--- config.mk ---
export PLATFORM = sky130hd
export DESIGN_NAME = quad_to_triangle_indexer_top
export DESIGN_NICKNAME = d
export VERILOG_FILES = /design/src/sv/q2ti_pkg.sv /design/src/sv/quad_to_triangle_indexer_top.sv /design/src/sv/q2ti_front.sv /design/src/sv/q2ti_queue.sv /design/src/sv/q2ti_back.sv
export VERILOG_INCLUDE_DIRS = /design/src /design/src/sv
export SDC_FILE = /design/constraint.sdc
export NUM_CORES = 1
export LEC_CHECK = 0
export BUFFER_PORTS_ARGS = -buffer_cell sky130_fd_sc_hd__buf_4
export CORE_MARGIN = 5
export CORE_UTILIZATION = 45
export CTS_BUF_LIST = sky130_fd_sc_hd__clkbuf_2 sky130_fd_sc_hd__clkbuf_4 sky130_fd_sc_hd__clkbuf_8
export CTS_CLUSTER_DIAMETER = 30
export CTS_CLUSTER_SIZE = 10
export DETAILED_ROUTE_END_ITERATION = 10
export GPL_TIMING_DRIVEN = 1
export HOLD_SLACK_MARGIN = 0.12
export PLACE_DENSITY_LB_ADDON = 0.25
export SETUP_SLACK_MARGIN = 0.3
export SYNTH_ARGS = -nofsm -noshare
export SYNTH_HDL_FRONTEND = slang
export SYNTH_SLANG_ARGS = --single-unit
--- constraint.sdc ---
create_clock -name clock -period 5.6 [get_ports clock]
set_clock_uncertainty 0.1 [all_clocks]
set_input_delay 1.12 -clock clock [delete_from_list [all_inputs] [get_ports clock]]
set_output_delay 1.12 -clock clock [all_outputs]
set_load 0.02 [all_outputs]
--- src/sv/quad_to_triangle_indexer_top_assert.svh ---
// Assertion macros for the quad to triangle indexer.
`ifndef QUAD_TO_TRIANGLE_INDEXER_TOP_ASSERT_SVH
`define QUAD_TO_TRIANGLE_INDEXER_TOP_ASSERT_SVH

// same-cycle implication
`define Q2TI_ASSERT_IMPLIES(label, clk, rst, ante, cons) \
   label: assert property (@(posedge clk) disable iff (rst) (ante) |-> (cons)) \
      else $error("q2ti assertion failed");

// next-cycle implication
`define Q2TI_ASSERT_NEXT(label, clk, rst, ante, cons) \
   label: assert property (@(posedge clk) disable iff (rst) (ante) |=> (cons)) \
      else $error("q2ti assertion failed");

`endif

--- src/sv/q2ti_pkg.sv ---
// Package: types, constants and helpers of the quad to triangle indexer.
`default_nettype none
package q2ti_pkg;

   localparam int INDEX_BITS      = 16;
   localparam int QUEUE_DEPTH     = 2;
   localparam int QUEUE_PTR_BITS  = (QUEUE_DEPTH > 1) ? $clog2(QUEUE_DEPTH) : 1;
   localparam int QUEUE_CNT_BITS  = $clog2(QUEUE_DEPTH + 1);
   localparam int CSR_INDEX_BITS  = 4;
   localparam int STEP_BITS       = 3;
   localparam logic [STEP_BITS-1:0] LAST_STEP = 3'd5;

   localparam logic [CSR_INDEX_BITS-1:0] CSR_WINDING_CLOCKWISE = 4'd0;
   localparam logic [CSR_INDEX_BITS-1:0] CSR_GENERATE_INDICES  = 4'd1;

   typedef logic [INDEX_BITS-1:0] index_type;

   typedef struct packed {
      logic [15:0] vertex_index;
      logic        end_of_draw;
   } req_payload_type;

   typedef struct packed {
      logic [15:0] tri_index;
      logic        quad_done;
   } rsp_payload_type;

   typedef struct packed {
      index_type a;
      index_type b;
      index_type c;
      index_type d;
      logic      clockwise;
   } quad_type;

   typedef struct packed {
      logic full;
      logic empty;
   } queue_status_type;

   function automatic index_type to_index(input logic [15:0] value);
      logic [INDEX_BITS+15:0] ext;
      ext = {{INDEX_BITS{1'b0}}, value};
      return ext[INDEX_BITS-1:0];
   endfunction

   function automatic logic [15:0] to_out(input index_type value);
      logic [INDEX_BITS+15:0] ext;
      ext = {16'b0, value};
      return ext[15:0];
   endfunction

endpackage
`default_nettype wire

--- src/sv/quad_to_triangle_indexer_top.sv ---
// Top level of the quad-list to triangle-list index converter.
// Usage:
//   Input: quad-list vertex indices are pushed with req_push while req_full is
//   low. Every fourth vertex completes a quad that enters a two-deep queue.
//   Output: six triangle-list indices per quad, oldest on rsp_payload while
//   rsp_empty is low, taken with rsp_pop; quad_done marks the sixth.
//   Config: csr_valid writes csr_data into register csr_index (0 winding,
//   1 generated mode); csr_ready is always high.
//   Path: with the back end idle, the first index of a quad is visible once the
//   quad has been written into the queue and then loaded into the back end.
//   Throughput: one result per cycle while rsp_pop is high, so the single
//   result port, not the front, sets the sustained vertex rate.
//   Reset: winding clockwise, generated mode off, no corners held, counter
//   cleared, queue and result port empty.
//   Stall: while rsp_pop is low the current result holds; the front keeps
//   taking vertices until the quad queue is full, then raises req_full.
`default_nettype none
module quad_to_triangle_indexer_top (
   input  wire logic                                clock,
   input  wire logic                                reset,
   input  wire logic                                req_push,
   output logic                                     req_full,
   input  wire q2ti_pkg::req_payload_type           req_payload,
   output logic                                     rsp_empty,
   input  wire logic                                rsp_pop,
   output q2ti_pkg::rsp_payload_type                rsp_payload,
   input  wire logic                                csr_valid,
   output logic                                     csr_ready,
   input  wire logic [q2ti_pkg::CSR_INDEX_BITS-1:0] csr_index,
   input  wire logic                                csr_data
);
   import q2ti_pkg::*;

   queue_status_type q_status;
   quad_type         push_data, pop_data;
   logic             q_push, q_pop;

   assign csr_ready = 1'b1;

   q2ti_front u_front (
      .clock       (clock),
      .reset       (reset),
      .req_push    (req_push),
      .req_payload (req_payload),
      .req_full    (req_full),
      .csr_valid   (csr_valid),
      .csr_index   (csr_index),
      .csr_data    (csr_data),
      .q_status    (q_status),
      .q_push      (q_push),
      .q_data      (push_data)
   );

   q2ti_queue u_queue (
      .clock     (clock),
      .reset     (reset),
      .push      (q_push),
      .push_data (push_data),
      .pop       (q_pop),
      .pop_data  (pop_data),
      .status    (q_status)
   );

   q2ti_back u_back (
      .clock       (clock),
      .reset       (reset),
      .q_status    (q_status),
      .q_data      (pop_data),
      .q_pop       (q_pop),
      .rsp_empty   (rsp_empty),
      .rsp_pop     (rsp_pop),
      .rsp_payload (rsp_payload)
   );

`include "quad_to_triangle_indexer_top_assert.svh"

   `Q2TI_ASSERT_NEXT(a_mid_quad_continues, clock, reset,
      !rsp_empty && rsp_pop && !rsp_payload.quad_done, !rsp_empty)
   `Q2TI_ASSERT_NEXT(a_queued_quad_served, clock, reset, !q_status.empty, !rsp_empty)
   `Q2TI_ASSERT_IMPLIES(a_no_push_when_full, clock, reset, q_status.full, !q_push)

endmodule
`default_nettype wire

--- src/sv/q2ti_front.sv ---
// Front end: configuration, corner collection and vertex counter.
`default_nettype none
module q2ti_front (
   input  wire logic                               clock,
   input  wire logic                               reset,
   input  wire logic                               req_push,
   input  wire q2ti_pkg::req_payload_type          req_payload,
   output logic                                    req_full,
   input  wire logic                               csr_valid,
   input  wire logic [q2ti_pkg::CSR_INDEX_BITS-1:0] csr_index,
   input  wire logic                               csr_data,
   input  wire q2ti_pkg::queue_status_type         q_status,
   output logic                                    q_push,
   output q2ti_pkg::quad_type                      q_data
);
   import q2ti_pkg::*;

   logic      winding_ff, winding_in;
   logic      generate_ff, generate_in;
   logic [1:0] pos_ff, pos_in;
   index_type seq_ff, seq_in;
   index_type hold_ff [3];
   index_type vertex;
   logic      accept;

   assign req_full = q_status.full;
   assign accept   = req_push && !q_status.full;
   assign vertex   = generate_ff ? seq_ff : to_index(req_payload.vertex_index);

   always_comb begin
      winding_in  = winding_ff;
      generate_in = generate_ff;
      if (csr_valid) begin
         if (csr_index == CSR_WINDING_CLOCKWISE) winding_in = csr_data;
         if (csr_index == CSR_GENERATE_INDICES)  generate_in = csr_data;
      end
   end

   always_comb begin
      pos_in = pos_ff;
      seq_in = seq_ff;
      if (accept) begin
         if (generate_ff) seq_in = seq_ff + 1'b1;
         if (pos_ff == 2'd3) pos_in = 2'd0;
         else                pos_in = pos_ff + 2'd1;
         if (req_payload.end_of_draw) begin
            pos_in = 2'd0;
            seq_in = '0;
         end
      end
   end

   assign q_push         = accept && (pos_ff == 2'd3);
   assign q_data.a         = hold_ff[0];
   assign q_data.b         = hold_ff[1];
   assign q_data.c         = hold_ff[2];
   assign q_data.d         = vertex;
   assign q_data.clockwise = winding_ff;

   always_ff @(posedge clock) begin
      if (reset) begin
         winding_ff  <= 1'b1;
         generate_ff <= 1'b0;
         pos_ff      <= 2'd0;
         seq_ff      <= '0;
      end else begin
         winding_ff  <= winding_in;
         generate_ff <= generate_in;
         pos_ff      <= pos_in;
         seq_ff      <= seq_in;
      end
   end

   always_ff @(posedge clock) begin
      if (accept) begin
         unique case (pos_ff)
            2'd0: hold_ff[0] <= vertex;
            2'd1: hold_ff[1] <= vertex;
            2'd2: hold_ff[2] <= vertex;
            default: ;
         endcase
      end
   end

endmodule
`default_nettype wire

--- src/sv/q2ti_queue.sv ---
// Short queue of complete quads between front and back end.
`default_nettype none
module q2ti_queue (
   input  wire logic                        clock,
   input  wire logic                        reset,
   input  wire logic                        push,
   input  wire q2ti_pkg::quad_type          push_data,
   input  wire logic                        pop,
   output q2ti_pkg::quad_type               pop_data,
   output q2ti_pkg::queue_status_type       status
);
   import q2ti_pkg::*;

   localparam logic [QUEUE_PTR_BITS-1:0] PTR_LAST = QUEUE_PTR_BITS'(QUEUE_DEPTH - 1);
   localparam logic [QUEUE_CNT_BITS-1:0] CNT_FULL = QUEUE_CNT_BITS'(QUEUE_DEPTH);

   quad_type                  mem [QUEUE_DEPTH];
   logic [QUEUE_PTR_BITS-1:0] wr_ff, wr_in, rd_ff, rd_in;
   logic [QUEUE_CNT_BITS-1:0] cnt_ff, cnt_in;
   logic                      do_push, do_pop;

   assign status.full  = (cnt_ff == CNT_FULL);
   assign status.empty = (cnt_ff == '0);
   assign do_push      = push && !status.full;
   assign do_pop       = pop && !status.empty;
   assign pop_data     = mem[rd_ff];

   always_comb begin
      wr_in  = wr_ff;
      rd_in  = rd_ff;
      cnt_in = cnt_ff;
      if (do_push) wr_in = (wr_ff == PTR_LAST) ? '0 : wr_ff + 1'b1;
      if (do_pop)  rd_in = (rd_ff == PTR_LAST) ? '0 : rd_ff + 1'b1;
      if (do_push && !do_pop)      cnt_in = cnt_ff + 1'b1;
      else if (do_pop && !do_push) cnt_in = cnt_ff - 1'b1;
   end

   always_ff @(posedge clock) begin
      if (reset) begin
         wr_ff  <= '0;
         rd_ff  <= '0;
         cnt_ff <= '0;
      end else begin
         wr_ff  <= wr_in;
         rd_ff  <= rd_in;
         cnt_ff <= cnt_in;
      end
   end

   always_ff @(posedge clock) begin
      if (do_push) mem[wr_ff] <= push_data;
   end

endmodule
`default_nettype wire

--- src/sv/q2ti_back.sv ---
// Back end: emits the six triangle indices of each quad, one per transaction.
`default_nettype none
module q2ti_back (
   input  wire logic                    clock,
   input  wire logic                    reset,
   input  wire q2ti_pkg::queue_status_type q_status,
   input  wire q2ti_pkg::quad_type      q_data,
   output logic                         q_pop,
   output logic                         rsp_empty,
   input  wire logic                    rsp_pop,
   output q2ti_pkg::rsp_payload_type    rsp_payload
);
   import q2ti_pkg::*;

   logic                 busy_ff, busy_in;
   logic [STEP_BITS-1:0] step_ff, step_in;
   quad_type             quad_ff;
   logic                 taken, last;
   index_type            sel;

   assign rsp_empty = !busy_ff;
   assign taken     = busy_ff && rsp_pop;
   assign last      = (step_ff == LAST_STEP);
   assign q_pop     = !q_status.empty && (!busy_ff || (taken && last));

   always_comb begin
      busy_in = busy_ff;
      step_in = step_ff;
      if (q_pop) begin
         busy_in = 1'b1;
         step_in = '0;
      end else if (taken) begin
         if (last) busy_in = 1'b0;
         else      step_in = step_ff + 1'b1;
      end
   end

   always_comb begin
      unique case (step_ff)
         3'd0:    sel = quad_ff.a;
         3'd1:    sel = quad_ff.clockwise ? quad_ff.b : quad_ff.d;
         3'd2:    sel = quad_ff.clockwise ? quad_ff.d : quad_ff.b;
         3'd3:    sel = quad_ff.b;
         3'd4:    sel = quad_ff.clockwise ? quad_ff.c : quad_ff.d;
         default: sel = quad_ff.clockwise ? quad_ff.d : quad_ff.c;
      endcase
   end

   assign rsp_payload.tri_index = to_out(sel);
   assign rsp_payload.quad_done = last;

   always_ff @(posedge clock) begin
      if (reset) begin
         busy_ff <= 1'b0;
         step_ff <= '0;
      end else begin
         busy_ff <= busy_in;
         step_ff <= step_in;
      end
   end

   always_ff @(posedge clock) begin
      if (q_pop) quad_ff <= q_data;
   end

endmodule
`default_nettype wire

# ---- Yosys cells after proc, flatten, opt, wreduce, memory -nomap -nowiden
# Memories as Yosys holds them, arrays and structs flattened. A register that Yosys moved wholly into a read port is not among the register bits.
# Index checks and enable logic that the tools add are counted.
dict set report classes {
  bitwise 1
  mux 34
  n_reduce_logical 31
  add_sub_neg 7
  eq_ne 10
}
# operator count
set op_table {}
lappend op_table {{16-bit 2-to-1 mux} 9}
lappend op_table {{16-bit case mux with 5 select lines} 1}
lappend op_table {{16-bit OR reduction} 2}
lappend op_table {{1-bit 2-to-1 mux} 18}
lappend op_table {{16-bit by 1-bit adder with 16-bit output, second input constant} 1}
lappend op_table {{2-bit 2-to-1 mux} 6}
lappend op_table {{2-bit AND reduction} 5}
lappend op_table {{1-bit logical AND} 9}
lappend op_table {{2-bit nonzero test} 4}
lappend op_table {{2-bit equality test, second input constant} 3}
lappend op_table {{3-bit by 2-bit equality test with 1-bit output, second input constant} 2}
lappend op_table {{3-bit equality test, second input constant} 2}
lappend op_table {{1-bit logical NOT} 5}
lappend op_table {{2-bit by 1-bit adder with 2-bit output, second input constant} 2}
lappend op_table {{4-bit by 1-bit equality test with 1-bit output, second input constant} 1}
lappend op_table {{2-bit logical NOT} 2}
lappend op_table {{4-bit logical NOT} 1}
lappend op_table {{3-bit by 1-bit adder with 3-bit output, second input constant} 1}
lappend op_table {{3-bit by 1-bit equality test with 1-bit output, second input constant} 1}
lappend op_table {{3-bit logical NOT} 1}
lappend op_table {{1-bit adder, second input constant} 2}
lappend op_table {{2-bit by 1-bit equality test with 1-bit output, second input constant} 1}
lappend op_table {{2-bit OR reduction} 1}
lappend op_table {{2-bit by 1-bit subtractor with 2-bit output, second input constant} 1}
lappend op_table {{other kinds (2)} 2}
dict set report word_totals {
  regBits 28
  n_memories 2
  output_inout_bits 20
  ram_bits 178
  wordCells 94
  in_bits 27
}
# name depth word_bits rd rd_clocked_by_memory_dff write_ports line
set memory_table {}
lappend memory_table {u_queue.mem 2 65 1 1 1 q2ti_queue.sv:17} ;# quad_type mem [QUEUE_DEPTH];
lappend memory_table {u_front.hold_ff 3 16 3 0 1 q2ti_front.sv:22} ;# index_type hold_ff [3];

# ---- Logic depth before layout (Yosys ltp)
dict set report depth {
  word_depth 9
  depth_mapped 10
  depth_no_buf 9
}

# ---- By module
# Synthesis repeated with hierarchy kept, for this count alone.
dict set report hier_totals {
  hier_cells 632
  area_unflattened_um2 10825.4
}
# module cells_each area_per_inst_um2 instances seq_area_each_um2
set by_module_without_submodules {}
lappend by_module_without_submodules {q2ti_queue 227 4901.0 1 4003.8}
lappend by_module_without_submodules {q2ti_back 215 3239.4 1 2031.9}
lappend by_module_without_submodules {q2ti_front 188 2673.8 1 1841.8}
lappend by_module_without_submodules {quad_to_triangle_indexer_top 2 11.3 1 0.0}

# ---- Worst setup path after synthesis
# No wires, ideal clock.
dict set report synth_path {
  kind {input port to flip-flop}
  from {input rsp_pop}
  to {register u_queue.cnt_ff[1]}
  setup_time_ns 0.071
  n_path_buf 0
  required_ns 5.429
  t_arrival_ns 5.616
  setup_slack_ns -0.187
  path_stages 6
  cell_sequence {nand3_1 > a21oi_1 > inv_1 > ha_1 > or3_1 > a21oi_1}
}
dict set report synth_via {
  elab_chain_len 8
  elab_cells_between_ends 10
  cone_classes {1 x mux; 9 x reduce/logical}
}
# item line
set synth_lines {}
lappend synth_lines {{from (decl)} quad_to_triangle_indexer_top.sv:25} ;# input wire logic rsp_pop,
lappend synth_lines {{1-bit logical AND *} q2ti_back.sv:22} ;# assign taken = busy_ff && rsp_pop;
lappend synth_lines {{1-bit logical AND *} q2ti_back.sv:24} ;# assign q_pop = !q_status.empty && (!busy_ff || (taken && last));
lappend synth_lines {{1-bit logical OR *} q2ti_back.sv:24}
lappend synth_lines {{1-bit logical AND *} q2ti_back.sv:24}
lappend synth_lines {{via q_pop} quad_to_triangle_indexer_top.sv:36} ;# logic q_push, q_pop;
lappend synth_lines {{1-bit logical AND *} q2ti_queue.sv:25} ;# assign do_pop = pop && !status.empty;
lappend synth_lines {{1-bit logical NOT} q2ti_queue.sv:34} ;# if (do_push && !do_pop) cnt_in = cnt_ff + 1'b1;
lappend synth_lines {{1-bit logical AND} q2ti_queue.sv:34}
lappend synth_lines {{2-bit 2-to-1 mux / 2-bit nonzero test (equally long branches)} --}
lappend synth_lines {{to (signal assigned)} q2ti_queue.sv:46} ;# cnt_ff <= cnt_in;
lappend synth_lines {{to (decl)} q2ti_queue.sv:19} ;# logic [QUEUE_CNT_BITS-1:0] cnt_ff, cnt_in;
# The timed path passes the listed nets; every way through them passes the cells marked *.
# A chain may end at the register's enable or synchronous reset.

==> impl_metrics.ini <==
[cells_and_area]
design_area_um2 = 12500
multi_input_area_um2 = 2750
layout-drive-gt1-share_pct = 29.7
fillerInstances = 1946
seqCellArea_um2 = 7860
syn_to_final_growth_pct = 15.9
nets = 761
n_antenna_cell = 0

[yosys]
synthArstFlopShare_pct = 0
synth_edf_count = 243
syn_area_um2 = 10800
ys_seq_area_share_pct = 72.6
ys_top_cells_by_area = edfxtp_1, mux2_2, dfxtp_1
synth_xor_area_share_pct = 0.567
synthFlopType = edfxtp_1
syn_nets = 699
synth_compound_area_share_pct = 8.72
ys_ff_latch = 271
yosys_warnings = 0
yosysTopAreaCellShare_pct = 67.4
yosysMostFrequentCell = edfxtp_1
synth_cell_types = 58
synth_simple_gate_area_share_pct = 5.71
yosysTopAreaCell = edfxtp_1
synth_top_family_by_area = multiplexers
synthTopCellsByCount = edfxtp_1, mux2_2, dfxtp_1
syn_area_per_cell_um2 = 16.4
synthAdderAreaFrac_pct = 1.27
muxShareOfSynthArea_pct = 8.89
netlist_instances = 661

[power]
leakage_nw = 4.13
powerDensity_nw_per_um2 = 472
vdd_drop_max_mv = 0.254

[placed_design]
port_buffers = 45
place_congestion = 0.818
place_ws_ns = 1.71
dp_hpwl_um = 13200
dpl_cell_area_um2 = 11500

[floorplanning]
row_count = 56
io_pins = 47
die_area_um2 = 27200
core_um2 = 23500
start_util_pct = 46.0
die_w_um = 165
die_y_um = 165

[sta]
finalHoldViolations = 0
max_freq_ghz = 0.222
fin_ws_ns = 1.10
rsz0062_at_grt = false
tightest_slew_ns = 1.13
maxSlewViolCount = 0
max_slew_margin_pct = 24.6
period_share_pct = 80.3
fin_crit_ns = 4.50
finalSetupTns_ns = 0
finalSetupViolations = 0

[clocking]
postCtsResizedCells = 0
cts_tree = done
cts_hold_repair.buffers = 0
post_cts_buffers = 0
cts.sinks = 271
clk_pin_slew_ns = 0.06
numCtsBuffers = 46
clock_latency_ns = 0.54
cts-root-buf = clkbuf_8
cts_buffer_depth = 3
cts-htree-levels = 2

[critical_path]
path_cells = clkinv_1, a21o_1, a222oi_1, a31oi_1, buf_4
worstPathRequired_ns = 4.38
crit_path_end_kind = output port
cp_slowest_cell = edfxtp_1
r2r_start = u_queue.cnt_ff[0]
setup.worst_path.start_class = flop
path_max_fanout = 28
arrival_ns = 3.28
worstSetupPathType = reg -> out
startpoint = u_back.quad_ff[0]
crit_path_max_incr_delay_ns = 0.94

[routing]
drc_errors = 0
vias_per_cell = 5.58
wl_per_cell_um = 19.9
ant_nets = 0
wirelength_um = 21400
vias = 6030
first_pass_iters = 5
drt_iter0_drc = 569

[status]
outcome = complete, no violations

[global_route]
grt_pass1_vias = 6270
grt_pass1_wl_um = 33200
grt_usage_pct = 15.9
gr-total-overflow = 0
grt_max_degree = 68
antenna_found_initial = 0

[hold_path]
hold_path_class = reg -> reg
min-delay-start = u_front.hold_ff[0][35]

[flow_run]
cap_violations = 0
## final timing paths
kind	endpoint	slack (ns)	cells past startpoint
setup / recovery	rsp_payload[8]	1.10	5
hold / removal	u_queue.mem[1][20]	0.34	0
setup reg to reg	u_queue.mem[1][29]	2.71	5
hold reg to reg	u_queue.mem[1][20]	0.34	0
## power by group
group | total [mW] | leakage (nW) | internal [mW] | switching (mW)
Combinational | 1.18 | 1.15 | 0.469 | 0.710
Sequential | 2.76 | 2.44 | 2.56 | 0.204
Clock | 1.98 | 0.538 | 1.19 | 0.787
Total | 5.92 | 4.13 | 4.22 | 1.70
## placed cells by master (no fill, tap or decap), types with 4 or more instances in the layout
cell type	synthesis	layout
a211oi_1	15	15
a21oi_1	17	16
a221o_1	14	14
a222oi_1	15	15
a22o_1	7	7
a22oi_1	10	10
a31oi_1	8	8
a41oi_1	8	8
and3_1	6	6
buf_4	2	54
bufinv_16	0	6
clkbuf_4	0	7
clkbuf_8	0	52
clkinv_1	1	7
clkinv_2	0	4
clkinv_4	0	4
clkinvlp_4	0	6
dfxtp_1	28	27
edfxtp_1	243	243
ha_1	11	11
inv_1	13	13
mux2_2	81	81
mux2i_1	5	5
nand2_1	26	26
nand3_1	9	9
nand4_1	6	6
nor2_1	17	16
nor2b_1	17	16
o21a_1	4	4
o31ai_1	8	8
or4_1	9	9
xor2_1	5	5
## worst max-delay path: cells and delay by family (launching register included)
family | cells | cell delay [ns]
AO/OA/AOI/OAI | 3 | 1.09
buffers and inverters | 2 | 0.70
flip-flops | 1 | 0.94
## through the flow
| step | utilization (%) | hold WS, ns | std cells | power [mW] |
|---|---|---|---|---|
| final | 53.3 | 0.339 | 1080 | 5.92 |
| after global routing | 53.3 | 0.349 | 1080 | 6.19 |
| after CTS | 53.3 | 0.342 | 1080 | 5.97 |
| after detailed placement | 48.7 | 0.330 | 994 | 3.98 |
| after global placement | 48.7 | 0.324 | 994 | 3.94 |
| after floorplan | - | 0.319 | 661 | 3.51 |
## final cells by class
type | instances | share of cell area, %
sequential | 271 | 62.6
inverter | 14 | 0.419
clock buffer | 59 | 6.12
tap | 319 | 3.18
timing repair buffer | 54 | 3.23
clock inverter | 27 | 2.48
multi-input combinational | 336 | 21.9
## sequential cells by signal (all words and copies together) (netlist names)
register             cells
u_queue.mem            130
u_back.quad_ff          65
u_front.hold_ff         48
u_front.seq_ff          16
u_back.step_ff           3
u_front.pos_ff           2
u_queue.cnt_ff           2
u_back.busy_ff           1
u_front.generate_ff      1
u_front.winding_ff       1
u_queue.rd_ff            1
u_queue.wr_ff            1
## routing by layer
metal  vias to the layer above  track usage (%)  part of all wire (%)
li1                       2786                -                     -
met1                      2963             21.2                    42
met2                       229             25.4                    47
met3                        52             3.30                   7.4
met4                         0             7.03                   2.8
met5                         -                0                     0
## logic make-up (layout without fill, tap and decap cells)
logic type      count (synthesis)  in the layout
compound gates                120            120
xor+xnor                        7              7
fa+ha+maj                      11             11
buf+inv                        54            154
flops                         271            271
mux                            86             86
other cells                     1              1
simple gates                  111            111
No activity file was read; power rests on OpenSTA's default activity.
